===== src/sdt_pkg.sv =====
// Shared types and constants for the stream directive tracker.
`timescale 1ns / 1ps

package sdt_pkg;

	localparam int STREAM_SLOTS_DEF = 16;
	localparam int CFG_DATA_W       = 5;
	localparam int CFG_IDX_W        = 1;
	localparam int SID_W            = 16;

	localparam logic [4:0] MAX_STREAMS_RESET = 5'd8;

	// Command codes
	localparam logic [2:0] MODE_WRITE       = 3'd0;
	localparam logic [2:0] MODE_RELEASE_ID  = 3'd1;
	localparam logic [2:0] MODE_ALLOCATE    = 3'd2;
	localparam logic [2:0] MODE_RELEASE_RES = 3'd3;
	localparam logic [2:0] MODE_SET_ENABLE  = 3'd4;

	// Completion status codes
	localparam logic [1:0] ST_SUCCESS        = 2'd0;
	localparam logic [1:0] ST_INVALID_FIELD  = 2'd1;
	localparam logic [1:0] ST_INVALID_OPCODE = 2'd2;

	// Configuration register indexes
	localparam logic [CFG_IDX_W-1:0] CFG_MAX_STREAMS   = 1'd0;
	localparam logic [CFG_IDX_W-1:0] CFG_DIR_SUPPORTED = 1'd1;

	typedef struct packed {
		logic [2:0]       mode;
		logic [SID_W-1:0] stream_id;
		logic [15:0]      request_count;
		logic             enable_bit;
	} cmd_item_t;

	typedef struct packed {
		logic [1:0]  status;
		logic [15:0] granted_count;
		logic [4:0]  open_now;
		logic        enabled_now;
	} rsp_item_t;

	typedef struct packed {
		logic [4:0] max_streams;
		logic       dir_supported;
	} sdt_cfg_t;

endpackage


===== src/sdt_list_mem.sv =====
// Single-write, single-read stream ID list memory with registered read data.
`timescale 1ns / 1ps

module sdt_list_mem #(
	parameter int DEPTH = sdt_pkg::STREAM_SLOTS_DEF
) (
	input  logic                                 clk,
	input  logic                                 we,
	input  logic [(DEPTH > 1 ? $clog2(DEPTH) : 1)-1:0] waddr,
	input  logic [sdt_pkg::SID_W-1:0]            wdata,
	input  logic [(DEPTH > 1 ? $clog2(DEPTH) : 1)-1:0] raddr,
	output logic [sdt_pkg::SID_W-1:0]            rdata
);

	logic [sdt_pkg::SID_W-1:0] mem_q [DEPTH];
	logic [sdt_pkg::SID_W-1:0] rdata_q;

	always_ff @(posedge clk) begin
		if (we) begin
			mem_q[waddr] <= wdata;
		end
		rdata_q <= mem_q[raddr];
	end

	assign rdata = rdata_q;

endmodule


===== src/sdt_seq.sv =====
// Command sequencer: slot-at-a-time search, compaction shift, resource accounting.
`timescale 1ns / 1ps

module sdt_seq #(
	parameter int STREAM_SLOTS = sdt_pkg::STREAM_SLOTS_DEF
) (
	input  logic                 clk,
	input  logic                 arst_n,
	input  logic                 cmd_valid,
	output logic                 cmd_stall,
	input  sdt_pkg::cmd_item_t   cmd,
	output logic                 rsp_valid,
	input  logic                 rsp_stall,
	output sdt_pkg::rsp_item_t   rsp,
	input  sdt_pkg::sdt_cfg_t    cfg
);

	localparam int IW   = STREAM_SLOTS > 1 ? $clog2(STREAM_SLOTS) : 1;
	localparam int CW   = $clog2(STREAM_SLOTS + 1);
	localparam int CMPW = CW > 5 ? CW : 5;

	typedef enum logic [2:0] {
		S_IDLE,
		S_SRD,
		S_SCMP,
		S_INSERT,
		S_SHF,
		S_SWR,
		S_APPEND,
		S_DONE
	} state_t;

	state_t                    state_q;
	logic [IW-1:0]             idx_q;
	logic [CW-1:0]             cnt_q;
	sdt_pkg::cmd_item_t        cmd_q;
	logic                      append_q;
	logic [1:0]                status_q;
	logic [15:0]               granted_q;
	logic [15:0]               alloc_q;
	logic [15:0]               avail_q;
	logic                      enabled_q;
	logic                      rsp_valid_q;
	sdt_pkg::rsp_item_t        rsp_q;

	logic                      accept;
	logic [15:0]               grant;
	logic                      full;
	logic                      last_slot;
	logic                      shift_more;
	logic                      mem_we;
	logic [IW-1:0]             mem_waddr;
	logic [sdt_pkg::SID_W-1:0] mem_wdata;
	logic [IW-1:0]             mem_raddr;
	logic [sdt_pkg::SID_W-1:0] mem_rdata;

	assign cmd_stall = (state_q != S_IDLE);
	assign accept    = cmd_valid && !cmd_stall;
	assign grant     = (cmd.request_count < avail_q) ? cmd.request_count : avail_q;
	assign full      = (CMPW'(cnt_q) >= CMPW'(cfg.max_streams)) ||
	                   (cnt_q >= CW'(STREAM_SLOTS));
	assign last_slot  = (CW'(idx_q) + CW'(1)) == cnt_q;
	// cnt_q is already decremented while compacting
	assign shift_more = CW'(idx_q) < cnt_q;

	always_comb begin
		mem_we    = 1'b0;
		mem_waddr = idx_q;
		mem_wdata = mem_rdata;
		mem_raddr = idx_q;
		unique case (state_q)
			S_SHF: begin
				mem_raddr = idx_q + IW'(1);
			end
			S_SWR: begin
				mem_we = 1'b1;
			end
			S_APPEND: begin
				mem_we    = (cnt_q < CW'(STREAM_SLOTS));
				mem_waddr = cnt_q[IW-1:0];
				mem_wdata = cmd_q.stream_id;
			end
			default: begin
			end
		endcase
	end

	sdt_list_mem #(
		.DEPTH(STREAM_SLOTS)
	) u_list_mem (
		.clk   (clk),
		.we    (mem_we),
		.waddr (mem_waddr),
		.wdata (mem_wdata),
		.raddr (mem_raddr),
		.rdata (mem_rdata)
	);

	always_ff @(posedge clk or negedge arst_n) begin
		if (!arst_n) begin
			state_q     <= S_IDLE;
			idx_q       <= '0;
			cnt_q       <= '0;
			append_q    <= 1'b0;
			status_q    <= sdt_pkg::ST_SUCCESS;
			granted_q   <= '0;
			alloc_q     <= '0;
			avail_q     <= 16'(sdt_pkg::MAX_STREAMS_RESET);
			enabled_q   <= 1'b0;
			rsp_valid_q <= 1'b0;
		end else begin
			if (state_q == S_DONE && (!rsp_valid_q || !rsp_stall)) begin
				rsp_valid_q <= 1'b1;
			end else if (rsp_valid_q && !rsp_stall) begin
				rsp_valid_q <= 1'b0;
			end
			unique case (state_q)
				S_IDLE: begin
					if (accept) begin
						cmd_q    <= cmd;
						idx_q    <= '0;
						append_q <= (cmd.mode == sdt_pkg::MODE_WRITE);
						if (!cfg.dir_supported) begin
							status_q  <= sdt_pkg::ST_INVALID_OPCODE;
							granted_q <= '0;
							state_q   <= S_DONE;
						end else begin
							unique case (cmd.mode)
								sdt_pkg::MODE_WRITE: begin
									status_q  <= sdt_pkg::ST_SUCCESS;
									granted_q <= '0;
									if (cmd.stream_id == '0) begin
										state_q <= S_DONE;
									end else begin
										state_q <= (cnt_q == '0) ? S_INSERT : S_SRD;
									end
								end
								sdt_pkg::MODE_RELEASE_ID: begin
									status_q  <= sdt_pkg::ST_SUCCESS;
									granted_q <= '0;
									state_q   <= (cnt_q != '0) ? S_SRD : S_DONE;
								end
								sdt_pkg::MODE_ALLOCATE: begin
									state_q <= S_DONE;
									if (alloc_q != '0) begin
										status_q  <= sdt_pkg::ST_INVALID_FIELD;
										granted_q <= '0;
									end else begin
										status_q  <= sdt_pkg::ST_SUCCESS;
										granted_q <= grant;
										alloc_q   <= grant;
										avail_q   <= avail_q - grant;
									end
								end
								sdt_pkg::MODE_RELEASE_RES: begin
									status_q  <= sdt_pkg::ST_SUCCESS;
									granted_q <= '0;
									state_q   <= S_DONE;
									alloc_q   <= '0;
									avail_q   <= 16'(cfg.max_streams);
								end
								sdt_pkg::MODE_SET_ENABLE: begin
									status_q  <= sdt_pkg::ST_SUCCESS;
									granted_q <= '0;
									state_q   <= S_DONE;
									enabled_q <= cmd.enable_bit;
								end
								default: begin
									status_q  <= sdt_pkg::ST_INVALID_FIELD;
									granted_q <= '0;
									state_q   <= S_DONE;
								end
							endcase
						end
					end
				end
				S_SRD: begin
					state_q <= S_SCMP;
				end
				S_SCMP: begin
					if (mem_rdata == cmd_q.stream_id) begin
						if (append_q) begin
							state_q <= S_DONE;
						end else begin
							cnt_q   <= cnt_q - CW'(1);
							state_q <= S_SHF;
						end
					end else if (last_slot) begin
						state_q <= append_q ? S_INSERT : S_DONE;
					end else begin
						idx_q   <= idx_q + IW'(1);
						state_q <= S_SRD;
					end
				end
				S_INSERT: begin
					// evict the oldest entry before appending
					if (full && cnt_q != '0) begin
						cnt_q   <= cnt_q - CW'(1);
						idx_q   <= '0;
						state_q <= S_SHF;
					end else begin
						state_q <= S_APPEND;
					end
				end
				S_SHF: begin
					if (shift_more) begin
						state_q <= S_SWR;
					end else begin
						state_q <= append_q ? S_APPEND : S_DONE;
					end
				end
				S_SWR: begin
					idx_q   <= idx_q + IW'(1);
					state_q <= S_SHF;
				end
				S_APPEND: begin
					if (cnt_q < CW'(STREAM_SLOTS)) begin
						cnt_q <= cnt_q + CW'(1);
					end
					state_q <= S_DONE;
				end
				S_DONE: begin
					if (!rsp_valid_q || !rsp_stall) begin
						rsp_q.status        <= status_q;
						rsp_q.granted_count <= granted_q;
						rsp_q.open_now      <= 5'(cnt_q);
						rsp_q.enabled_now   <= enabled_q;
						state_q             <= S_IDLE;
					end
				end
				default: begin
					state_q <= S_IDLE;
				end
			endcase
		end
	end

	assign rsp_valid = rsp_valid_q;
	assign rsp       = rsp_q;

endmodule


===== src/stream_directive_tracker.sv =====
// Stream directive tracker top level: configuration registers and sequencer.
`timescale 1ns / 1ps

// Tracks the open write streams of one namespace in an ordered list, oldest
// first, plus the allocate/release resource counts and the enable flag. One
// command is handled at a time and cmd_stall stays high until its response is
// formed. The list lives in a single-port-read memory that is visited one slot
// at a time (address, then compare or move), so allocate, release-resources,
// set-enable, unknown and rejected commands do not visit the list; a
// stream-tagged write or a release-id searches the open slots and moves entries
// when the list is compacted, and a write may also evict and append. A finished
// response waits in the output register while the next command is taken.
// Configuration is to be written by the user only while idle; the block itself
// does not enforce it.
module stream_directive_tracker #(
	parameter int STREAM_SLOTS = sdt_pkg::STREAM_SLOTS_DEF
) (
	input  logic                                clk,
	input  logic                                arst_n,
	input  logic                                cmd_valid,
	output logic                                cmd_stall,
	input  sdt_pkg::cmd_item_t                  cmd,
	output logic                                rsp_valid,
	input  logic                                rsp_stall,
	output sdt_pkg::rsp_item_t                  rsp,
	input  logic                                cfg_we,
	input  logic [sdt_pkg::CFG_IDX_W-1:0]       cfg_index,
	input  logic [sdt_pkg::CFG_DATA_W-1:0]      cfg_data
);

	sdt_pkg::sdt_cfg_t cfg_q;

	always_ff @(posedge clk or negedge arst_n) begin
		if (!arst_n) begin
			cfg_q.max_streams   <= sdt_pkg::MAX_STREAMS_RESET;
			cfg_q.dir_supported <= 1'b1;
		end else if (cfg_we) begin
			unique case (cfg_index)
				sdt_pkg::CFG_MAX_STREAMS:   cfg_q.max_streams   <= cfg_data[4:0];
				sdt_pkg::CFG_DIR_SUPPORTED: cfg_q.dir_supported <= cfg_data[0];
				default: begin
				end
			endcase
		end
	end

	sdt_seq #(
		.STREAM_SLOTS(STREAM_SLOTS)
	) u_seq (
		.clk       (clk),
		.arst_n    (arst_n),
		.cmd_valid (cmd_valid),
		.cmd_stall (cmd_stall),
		.cmd       (cmd),
		.rsp_valid (rsp_valid),
		.rsp_stall (rsp_stall),
		.rsp       (rsp),
		.cfg       (cfg_q)
	);

endmodule


===== config.mk =====
export PLATFORM = sky130hd
export DESIGN_NAME = stream_directive_tracker
export DESIGN_NICKNAME = d
export VERILOG_FILES = /design/src/sdt_pkg.sv /design/src/sdt_list_mem.sv /design/src/sdt_seq.sv /design/src/stream_directive_tracker.sv
export SDC_FILE = /design/constraint.sdc
export NUM_CORES = 1
export LEC_CHECK = 0
export BUFFER_PORTS_ARGS = -buffer_cell sky130_fd_sc_hd__buf_2
export CORE_MARGIN = 3
export CORE_UTILIZATION = 55
export CTS_CLUSTER_DIAMETER = 40
export DETAILED_ROUTE_END_ITERATION = 8
export PLACE_DENSITY_LB_ADDON = 0.12
export SKIP_CTS_REPAIR_TIMING = 1
export SYNTH_ARGS = -nofsm -noshare
export SYNTH_HDL_FRONTEND = slang
export SYNTH_HIERARCHICAL = 1
export SYNTH_SLANG_ARGS = --single-unit

===== constraint.sdc =====
create_clock -name clk -period 3.39 [get_ports clk]
set_input_delay 0.339 -clock clk [delete_from_list [all_inputs] [get_ports clk]]
set_output_delay 0.339 -clock clk [all_outputs]
set_load 0.02 [all_outputs]

# == Yosys cells after proc, flatten, opt, wreduce, memory -nomap -nowiden ==
# Memories as Yosys holds them, arrays and structs flattened. A register that Yosys moved wholly into a read port is not among the register bits.
# Index checks and enable logic that the tools add are counted.
# totals
out_inout_bits,26
in_bits,47
n_memories,1
regBits,111
ram_bits,256
# classes
n_bitwise,1
eq_ne,22
n_lt_le_gt_ge,5
reduce_logical,31
n_addsub,5
muxes,44
# memory_table
memory,words,width,read_ports,rd_clocked_by_memory_dff,wr,line,source
u_seq.u_list_mem.mem_q,16,16,1,1,1,sdt_list_mem.sv:15,logic [sdt_pkg::SID_W-1:0] mem_q [DEPTH];
# op_table
op,count
16-bit two-way mux,7
16-bit case mux with 2 select lines,2
3-bit two-way mux,9
4-bit two-way mux,6
3-bit case mux with 8 select lines,1
5-bit two-way mux,4
16-bit == test,1
16-bit logical NOT,1
16-bit < comparator,1
4-bit case mux with 4 select lines,1
16-bit nonzero test,1
16-bit subtractor,1
"3-bit == test, second input constant",5
5-bit case mux with 3 select lines,1
5-bit AND reduction,3
"3-bit by 2-bit == test with 1-bit output, second input constant",4
"2-bit inequality test, second input constant",5
2-bit two-way mux,4
"2-bit by 1-bit inequality test with 1-bit output, second input constant",4
2-bit AND reduction,4
"3-bit by 1-bit == test with 1-bit output, second input constant",2
3-bit logical NOT,2
1-bit two-way mux,6
3-bit case mux with 2 select lines,1
other kinds (23),32

# == Depth between registers and ports, before layout ==
# Gate-level depths: netlist (run 1).
# logic_depth
ltp_word,7
mapped_depth,18

# == Hierarchy ==
# The synthesis (run 1) kept the hierarchy.
# modules_own_cells
mod,n_inst,area_per_inst_um2,cells_per_inst
sdt_list_mem,1,10042.1,432
sdt_seq,1,6114.6,576
stream_directive_tracker,1,237.7,14

# == Worst setup path before layout (run 1) ==
# OpenSTA, ideal clock, no wires.
# synth_timing
kind,register -> register
startpoint,register u_seq.state_q[1]
endpoint,"memory u_seq/u_list_mem/mem_q[0][0] (netlist name), enable pin"
path_stages_with_launch,11
t_arrival_ps,3234
synth_period_minus_slack_ps,3643
setup_ps,409
setup_slack_ps,-253
cell_sequence,dfrtp_1 > buf_2 > nor2b_1 > nand2_1 > clkbuf_1 > inv_1 > ha_1 > a21oi_1 > nor2b_1 > or3b_2 > nor3_1
# synth_via
elab_chain_len,4
word_cells_on_any_way,6
# synth_rtl
element,line,source
start: declaration,sdt_seq.sv:33,state_t state_q;
start signal: assignment,sdt_seq.sv:135,state_q <= (cnt_q == '0) ? S_INSERT : S_SRD;
start signal: assignment,sdt_seq.sv:141,state_q <= (cnt_q != '0) ? S_SRD : S_DONE;
start signal: assignment,sdt_seq.sv:189,state_q <= append_q ? S_INSERT : S_DONE;
3-bit == test,sdt_seq.sv:71,unique case (state_q)
1-bit case mux with 2 select lines *,sdt_seq.sv:71,
named net u_seq.mem_we,sdt_seq.sv:51,logic mem_we;
1-bit two-way mux *,sdt_list_mem.sv:19,if (we) begin
1-bit two-way mux (not written as such) *,sdt_list_mem.sv:20,mem_q[waddr] <= wdata;
end: declaration,sdt_list_mem.sv:15,
# Mark *: on every way through the listed nets, which the timed path passes. The rest lies on a longest branch.

# == Worst setup path in the final report (run 1) ==
# layout_timing
startpoint,register u_seq.avail_q[15]
endpoint,register u_seq.avail_q[11]
# layout_via
elab_chain_len,5
# layout_rtl
element,line,source
start: declaration,sdt_seq.sv:41,logic [15:0] avail_q;
start signal: assignment,sdt_seq.sv:108,avail_q <= 16'(sdt_pkg::MAX_STREAMS_RESET);
start signal: assignment,sdt_seq.sv:152,avail_q <= avail_q - grant;
start signal: assignment,sdt_seq.sv:160,avail_q <= 16'(cfg.max_streams);
16-bit < comparator,sdt_seq.sv:59,assign grant = (cmd.request_count < avail_q) ? cmd.request_count : avail_q;
16-bit two-way mux,sdt_seq.sv:59,
16-bit subtractor,sdt_seq.sv:152,
16-bit two-way mux,sdt_seq.sv:145,if (alloc_q != '0) begin
16-bit case mux with 2 select lines,sdt_seq.sv:128,unique case (cmd.mode)
# Every way passes these cells. The select of a mux whose other input is x is not followed.
# A chain may end at the register's enable or synchronous reset.

==> results by group, run 1 <==
Cells and area
  – Fin area: 0.0199 mm²
  – Fin nets: 1320
  – Layout cells sized above 1: 32.5%
  – Non-Filler Instances: 1647
  – Fin util: 68.5%
  – Antenna Cells: 0
  – Area growth syn-to-layout: 21.2%

Logic synthesis
  – Syn avg cell area: 16.0 µm²
  – FFs w/ async S/R, synth: 18.5%
  – Ys flop type: edfxtp_1
  – Synth Cell Area: 0.0164 mm²
  – Unique masters post-synth: 66
  – Syn Nets: 1116
  – Post-Synthesis Cells: 1022
  – Yosys warning count: 6
  – #FFs+latches synth: 383
  – Post-synthesis sequential area ratio: 67.0%
  – Post-synth EDFFs: 296
  – Top post-synthesis cells by area: edfxtp_1, dfrtp_1, mux4_2, ha_1, dfxtp_1
  – Leading area contributor after synthesis: edfxtp_1
  – Top-area cell type share of the netlist area: 54.2%

Worst hold path
  – Hold Path Class: input port to flip-flop

Power and ir drop
  – Peak supply drop: 943 µV
  – Int Pwr: 0.0130 W
  – Design Power: 0.0192 W
  – Clock network power share: 25.4%
  – P_leak: 7.72 nW
  – Combinational power share: 39.6%
  – PD cells: 967 mW/mm²
  – Sw Share: 32.6%
  – NetSw: 0.00628 W
  – Flop pwr share: 35.0%

Global route
  – Pin count of the biggest net entering global routing: 65
  – GRT overflow: 0
  – First-pass GRT wire length: 57.1 mm
  – Vias in the first global route: 9812
  – Initial antenna violation count: 0
  – Total track usage: 24.0%

Clock network
  – Worst-Skew Late Latency: 0.54 ns
  – Root Buffer: clkbuf_16
  – Clock tree from TritonCTS: built
  – # H-tree levels: 2
  – CTS Buf Count: 46
  – CTS Buffer Depth: 3
  – CTS clock-pin slew for the worst setup and hold paths: 0.06 ns
  – Clock sinks: 383

Placed design
  – Detailed placement HPWL: 24.2 mm
  – Placement Setup Slack: -0.442 ns
  – Cells after DPL: 1551
  – Placed cell area: 0.0180 mm²
  – Routability cong.: 0.879
  – Port Buffers: 72

STA
  – Fin crit share: 103%
  – Tmin final: 3.50 ns
  – Final number of hold-violating endpoints: 0
  – Fin worst setup slack: -0.113 ns
  – Unrepaired setup endpoints after global routing: true
  – Final setup violation count: 9
  – Skew final: 0.0140 ns
  – Max-slew headroom: 42.1%
  – Max-slew violation count: 0
  – Worst slew pin tran: 0.869 ns
  – Max Fclk: 285 MHz

Floorplanning
  – DIE WIDTH: 179 µm
  – Die boundary height: 179 µm
  – Die area: 0.0319 mm²
  – Ports: 73
  – Starting Density: 56.5%
  – FP Rows: 62
  – Core box area: 0.0290 mm²

Routing
  – Post-route ant nets: 0
  – Router iterations before antenna repair: 5
  – Wire length per cell: 22.9 µm
  – Detailed-route via count: 9713
  – DRC violations left: 0
  – Avg Vias per Cell: 5.90
  – WL final: 37.7 mm
  – 1st-iter DRT viols: 858

Worst setup path
  – Critical Path RT: 3.79 ns
  – Crit path kind: flip-flop to flip-flop
  – Critical path arrival: 3.90 ns
  – Crit. End Element: flip-flop
  – CP startpoint kind: flip-flop
  – Crit path max fanout: 4

Job
  – Max cap viols: 0

Status
  – Violated checks: negative setup slack
  – Outcome: finished with violations
cells in the final DEF, fill, tap and decap left out, types with 13 or more instances in the layout:
| cell | count |
|---|---|
| edfxtp_1 | 296 |
| buf_4 | 111 |
| buf_2 | 71 |
| dfrtp_1 | 68 |
| mux4_2 | 54 |
| clkbuf_16 | 49 |
| nand2_1 | 48 |
| nor2_1 | 44 |
| ha_1 | 41 |
| inv_1 | 37 |
| a21o_1 | 37 |
| a22oi_1 | 32 |
| mux2_2 | 25 |
| xor2_1 | 25 |
| a21oi_1 | 22 |
| o21ai_0 | 19 |
| dfxtp_1 | 16 |
| nor2_2 | 14 |
| xnor2_1 | 13 |
power groups by stage:
| stage | Sequential (W) | Clock (W) | Combinational [W] |
|---|---|---|---|
| 2_1_floorplan | 0.00673 | 0 | 0.00496 |
| 3_3_place_gp | 0.00677 | 0 | 0.00698 |
| 3_5_place_dp | 0.00680 | 0 | 0.00709 |
| 4_1_cts | 0.00672 | 0.00498 | 0.00715 |
| 5_1_grt | 0.00679 | 0.00516 | 0.00830 |
| 6_report | 0.00672 | 0.00489 | 0.00762 |
worst max-delay path, stage by stage, from the launching register on:
cell and delay [ns]:
dfrtp_1 0.38, inv_1 0.09, ha_4 0.27, and4_4 0.23, o2111ai_1 0.13, o211ai_1 0.19, buf_4 0.18, buf_6 0.13
mux2i_4 0.23, ha_1 0.26, nor2b_4 0.13, o31a_1 0.31, o221a_4 0.28, o21ai_4 0.16, a21oi_2 0.08, xnor2_1 0.21
o22ai_1 0.11
stage by stage:
stage / setup TNS, ns / hold slack [ns]
floorplan: 0 / 0.0434
global placement: -3.29 / 0.336
detailed placement: -3.49 / 0.336
CTS: -3.31 / -0.239
global route: -2.24 / 0.0160
finish: -0.403 / 0.0164
metal layers:
| metal | global-route usage [%] | part of all wire [%] | vias to the layer above |
|---|---|---|---|
| met4 | 6.14 | 2.3 | 0 |
| met5 | 0 | 0 | - |
| met3 | 4.60 | 6.2 | 65 |
| li1 | - | - | 4407 |
| met1 | 33.9 | 42 | 4927 |
| met2 | 39.0 | 49 | 314 |
final timing paths:
check,startpoint,end,slack [ns],cells after the start
setup / recovery,u_seq/avail_q[15],u_seq/avail_q[11],-0.11,16
hold / removal,cmd[21],u_seq/cmd_q[21],0.02,1
setup reg to reg,u_seq/avail_q[15],u_seq/avail_q[11],-0.11,16
hold reg to reg,u_seq/granted_q[10],u_seq/rsp[16],0.45,0
max in group asynchronous,arst_n,u_seq/avail_q[3],2.20,3
min in group asynchronous,arst_n,u_seq/enabled_q,0.30,2
sequential cells by signal (all words and copies together) (netlist names):
name and flops:
u_seq/idx_q 4, u_seq/granted_q 16, u_seq/state_q 3, u_seq/u_list_mem/rdata 16, u_seq/rsp 24, u_seq/cnt_q 5, u_seq/alloc_q 16, u_seq/avail_q 16
u_seq/rsp_valid 1, u_seq/status_q 2, u_seq/cmd_q 16, u_seq/enabled_q 1, u_seq/u_list_mem/mem_q 256, cfg_q 6, u_seq/append_q 1
synth_stat cells (8+ instances only):
library cell / number
clkbuf_1: 19
xor2_1: 25
nand2_1: 48
mux2i_1: 18
dfrtp_1: 68
buf_2: 8
o21ai_0: 27
ha_1: 45
nor2_1: 58
inv_1: 38
nor4_1: 11
a21o_1: 37
nor2b_1: 11
mux2_2: 26
dfxtp_1: 16
nand3_1: 12
mux4_2: 54
nor3_1: 13
edfxtp_1: 296
xnor2_1: 15
a21oi_1: 30
mux4_1: 10
a22oi_1: 32
area by class of cell:
class	instances	area, µm²
Clock inverter	23	248
Sequential cell	383	11000
Multi-Input combinational cell	562	5360
Fill cell	1957	9140
Timing Repair Buffer	195	1360
Tap cell	384	480
Inverter	38	143
Clock buffer	62	1310
cells by family after synthesis:
| logic type | count (synthesis) | share of synthesized area (%) |
|---|---|---|
| mux | 109 | 12.0 |
| simple gates | 194 | 5.83 |
| xor+xnor | 40 | 2.14 |
| flops | 383 | 67.0 |
| buf+inv | 77 | 2.10 |
| fa+ha+maj | 47 | 3.68 |
| compound gates | 172 | 7.23 |
Power figures use the tool's default switching activity.
==> inputs of run 2 (changes only) <==
RECOVER_POWER = 100   (was not set)
==> run 2 against run 1 <==
Effect of this change: the flow finishes with violations (max-capacitance violations, max-slew violations, negative setup slack); total power decreased by 0.25%; register-to-register slack hardly changed; setup slack worse by 0.0025 ns; wire length is 0.21% higher; flip-flop and latch count unchanged; largest power group unchanged; highest routed layer unchanged.
==> results by group, run 2 (same netlist as run 1, synthesis figures left out) <==
Worst hold path
  – Hold depth: 2 (+1)
  – Hold path start: cfg_data[2]
  – Hold Path Class: input port to flip-flop
  – Hold EP: cfg_q[3]

STA
  – Final number of hold-violating endpoints: 0 (unchanged)
  – Max-slew headroom: -33.8% (-76 points)
  – Skew final: 0.0147 ns (+0.000712 ns)
  – Max-slew violation count: 59 (+59)
  – Fin crit share: 103% (about the same)
  – Max Fclk: 285 MHz (about the same)
  – Unrepaired setup endpoints after global routing: true
  – Tmin final: 3.51 ns (+0.00253 ns)
  – Final setup violation count: 9 (unchanged)
  – Fin worst setup slack: -0.116 ns (-0.00253 ns)
  – Worst slew pin tran: 2.01 ns (+1.14 ns)

Floorplanning
  – DIE WIDTH: 179 µm (unchanged)
  – Core box area: 0.0290 mm² (unchanged)
  – Die boundary height: 179 µm (unchanged)
  – FP Rows: 62 (unchanged)
  – Ports: 73 (unchanged)
  – Die area: 0.0319 mm² (unchanged)
  – Starting Density: 56.5% (unchanged)

Global route
  – Initial antenna violation count: 0 (unchanged)
  – Total track usage: 24.0% (unchanged)
  – First-pass GRT wire length: 57.1 mm (unchanged)
  – GRT overflow: 0 (unchanged)
  – Vias in the first global route: 9812 (unchanged)
  – Pin count of the biggest net entering global routing: 65 (unchanged)

Cells and area
  – Max reg flops: 256 (unchanged)
  – Commonest non-fill, non-tap cell in the layout: edfxtp_1
  – Fin util: 68.3% (-0.25 points)
  – Area growth syn-to-layout: 20.8%
  – Fin nets: 1320 (unchanged)
  – Fin area: 0.0198 mm² (-0.37%)
  – Layout cells sized above 1: 27.4% (-5.1 points)
  – Largest Register: u_seq/u_list_mem/mem_q
  – Most frequent cells in the layout: edfxtp_1, buf_4, dfrtp_1
  – Antenna Cells: 0 (unchanged)

Power and ir drop
  – Peak supply drop: 948 µV (+0.54%)
  – P_leak: 7.59 nW (-1.7%)
  – PD cells: 968 mW/mm² (+0.12%)

Routing
  – WL final: 37.8 mm (+0.21%)
  – Post-route ant nets: 0 (unchanged)
  – Detailed-route via count: 9730 (+0.18%)
  – 1st-iter DRT viols: 865 (+0.82%)
  – Wire length per cell: 22.9 µm (+0.21%)
  – Router iterations before antenna repair: 5 (unchanged)
  – DRC violations left: 0 (unchanged)
  – Avg Vias per Cell: 5.91 (+0.18%)

Placed design
  – Port Buffers: 72 (unchanged)
  – Placement Setup Slack: -0.442 ns (unchanged)
  – Routability cong.: 0.879 (unchanged)
  – Detailed placement HPWL: 24.2 mm (unchanged)
  – Placed cell area: 0.0180 mm² (unchanged)

Worst setup path
  – Crit path max fanout: 4 (unchanged)
  – Crit path kind: flip-flop to flip-flop
  – Crit-path slowest cell: dfrtp_1
  – R2r startpoint: u_seq/avail_q[15]
  – R2R Setup Slk: -0.12 ns (about the same)
  – CP startpoint kind: flip-flop
  – Worst path cell trace: inv_1 -> ha_4 -> and4_4 -> o2111ai_1 -> o211ai_1 -> buf_4 -> buf_6 -> mux2i_4 -> ha_1 -> nor2b_4 -> o31a_1 -> o221a_4 -> o21ai_4 -> a21oi_2 -> xnor2_1 -> o22ai_1
  – R2r endpoint: u_seq/avail_q[11]
  – Critical path arrival: 3.91 ns (about the same)
  – Max stage delay on crit path: 0.38 ns (about the same)
  – Crit. End Element: flip-flop
  – Critical Path RT: 3.79 ns (about the same)
  – R2r worst-path depth: 16 (unchanged)

Clock network
  – CTS clock-pin slew for the worst setup and hold paths: 0.06 ns (about the same)
  – Clock sinks: 383 (unchanged)
  – Root Buffer: clkbuf_16
  – CTS Buf Count: 46 (unchanged)
  – # H-tree levels: 2 (unchanged)
  – Clock tree from TritonCTS: built
  – CTS Buffer Depth: 3 (unchanged)
  – Worst-Skew Late Latency: 0.54 ns (about the same)

Status
  – Outcome: finished with violations
  – Violated checks: max-capacitance violations, max-slew violations, negative setup slack

Job
  – Max cap viols: 2 (+2)
## run 2: cell types whose count changed in the layout (fill, tap and decap cells not counted), sizes merged
cell | before | now
buf | 188 | 142
clkbuf | 62 | 108
## run 2: worst max path at each step
stage / depth (start not counted) / to / startpoint / slack, ns
global route: 19 / u_seq/avail_q[14] / u_seq/avail_q[13] / -0.31
finish: 16 / u_seq/avail_q[11] / u_seq/avail_q[15] / -0.12
floorplan: 18 / u_seq/avail_q[10] / u_seq/avail_q[9] / 0.01
global placement: 16 / u_seq/avail_q[13] / cmd[2] / -0.43
detailed placement: 15 / u_seq/avail_q[13] / cmd[3] / -0.44
CTS: 15 / u_seq/avail_q[13] / u_seq/avail_q[1] / -0.43
## run 2: where the power goes
| part | leakage, nW | total, W | internal, W | switching [W] |
|---|---|---|---|---|
| Combinational | 3.12 | 0.00756 | 0.00359 | 0.00397 |
| Sequential | 3.71 | 0.00673 | 0.00634 | 0.000388 |
| Clock | 0.750 | 0.00489 | 0.00297 | 0.00192 |
## run 2: area by class of cell
type	count	area (µm²)
Inverter	38	143
Clock inverter	23	248
Multi-Input combinational cell	562	5350
Tap cell	384	480
Fill cell	1978	9210
Sequential cell	383	11000
Timing Repair Buffer	195	1290
Clock buffer	62	1310
## run 2: critical path: cells and delay by family (launching register included)
kind / cells / cell delay, ns
compound gates: 7 / 1.26
xor+xnor: 1 / 0.21
fa+ha+maj: 2 / 0.53
buf+inv: 3 / 0.40
flops: 1 / 0.38
mux: 1 / 0.23
simple gates: 2 / 0.36
## run 2: per-stage QoR
| step | instances | setup TNS [ns] | power (W) | hold slack, ns |
|---|---|---|---|---|
| 4_1_cts | 1636 | -3.31 | 0.0188 | -0.239 |
| 2_1_floorplan | 1022 | 0 | 0.0117 | 0.0434 |
| 3_3_place_gp | 1551 | -3.29 | 0.0138 | 0.336 |
| 6_report | 1647 | -0.453 | 0.0192 | 0.0303 |
| 3_5_place_dp | 1551 | -3.49 | 0.0139 | 0.336 |
| 5_1_grt | 1647 | -11.48 | 0.0202 | 0.0191 |
## run 2: layer usage
layer / vias up / share of wire [%] / global-route usage [%] / wire length [µm]
met2: 317 / 49 / 39.0 / 18500
met3: 71 / 6.2 / 4.60 / 2330
met1: 4929 / 42 / 33.9 / 16000
met5: - / 0 / 0 / 0
met4: 0 / 2.4 / 6.14 / 920
li1: 4413 / - / - / -
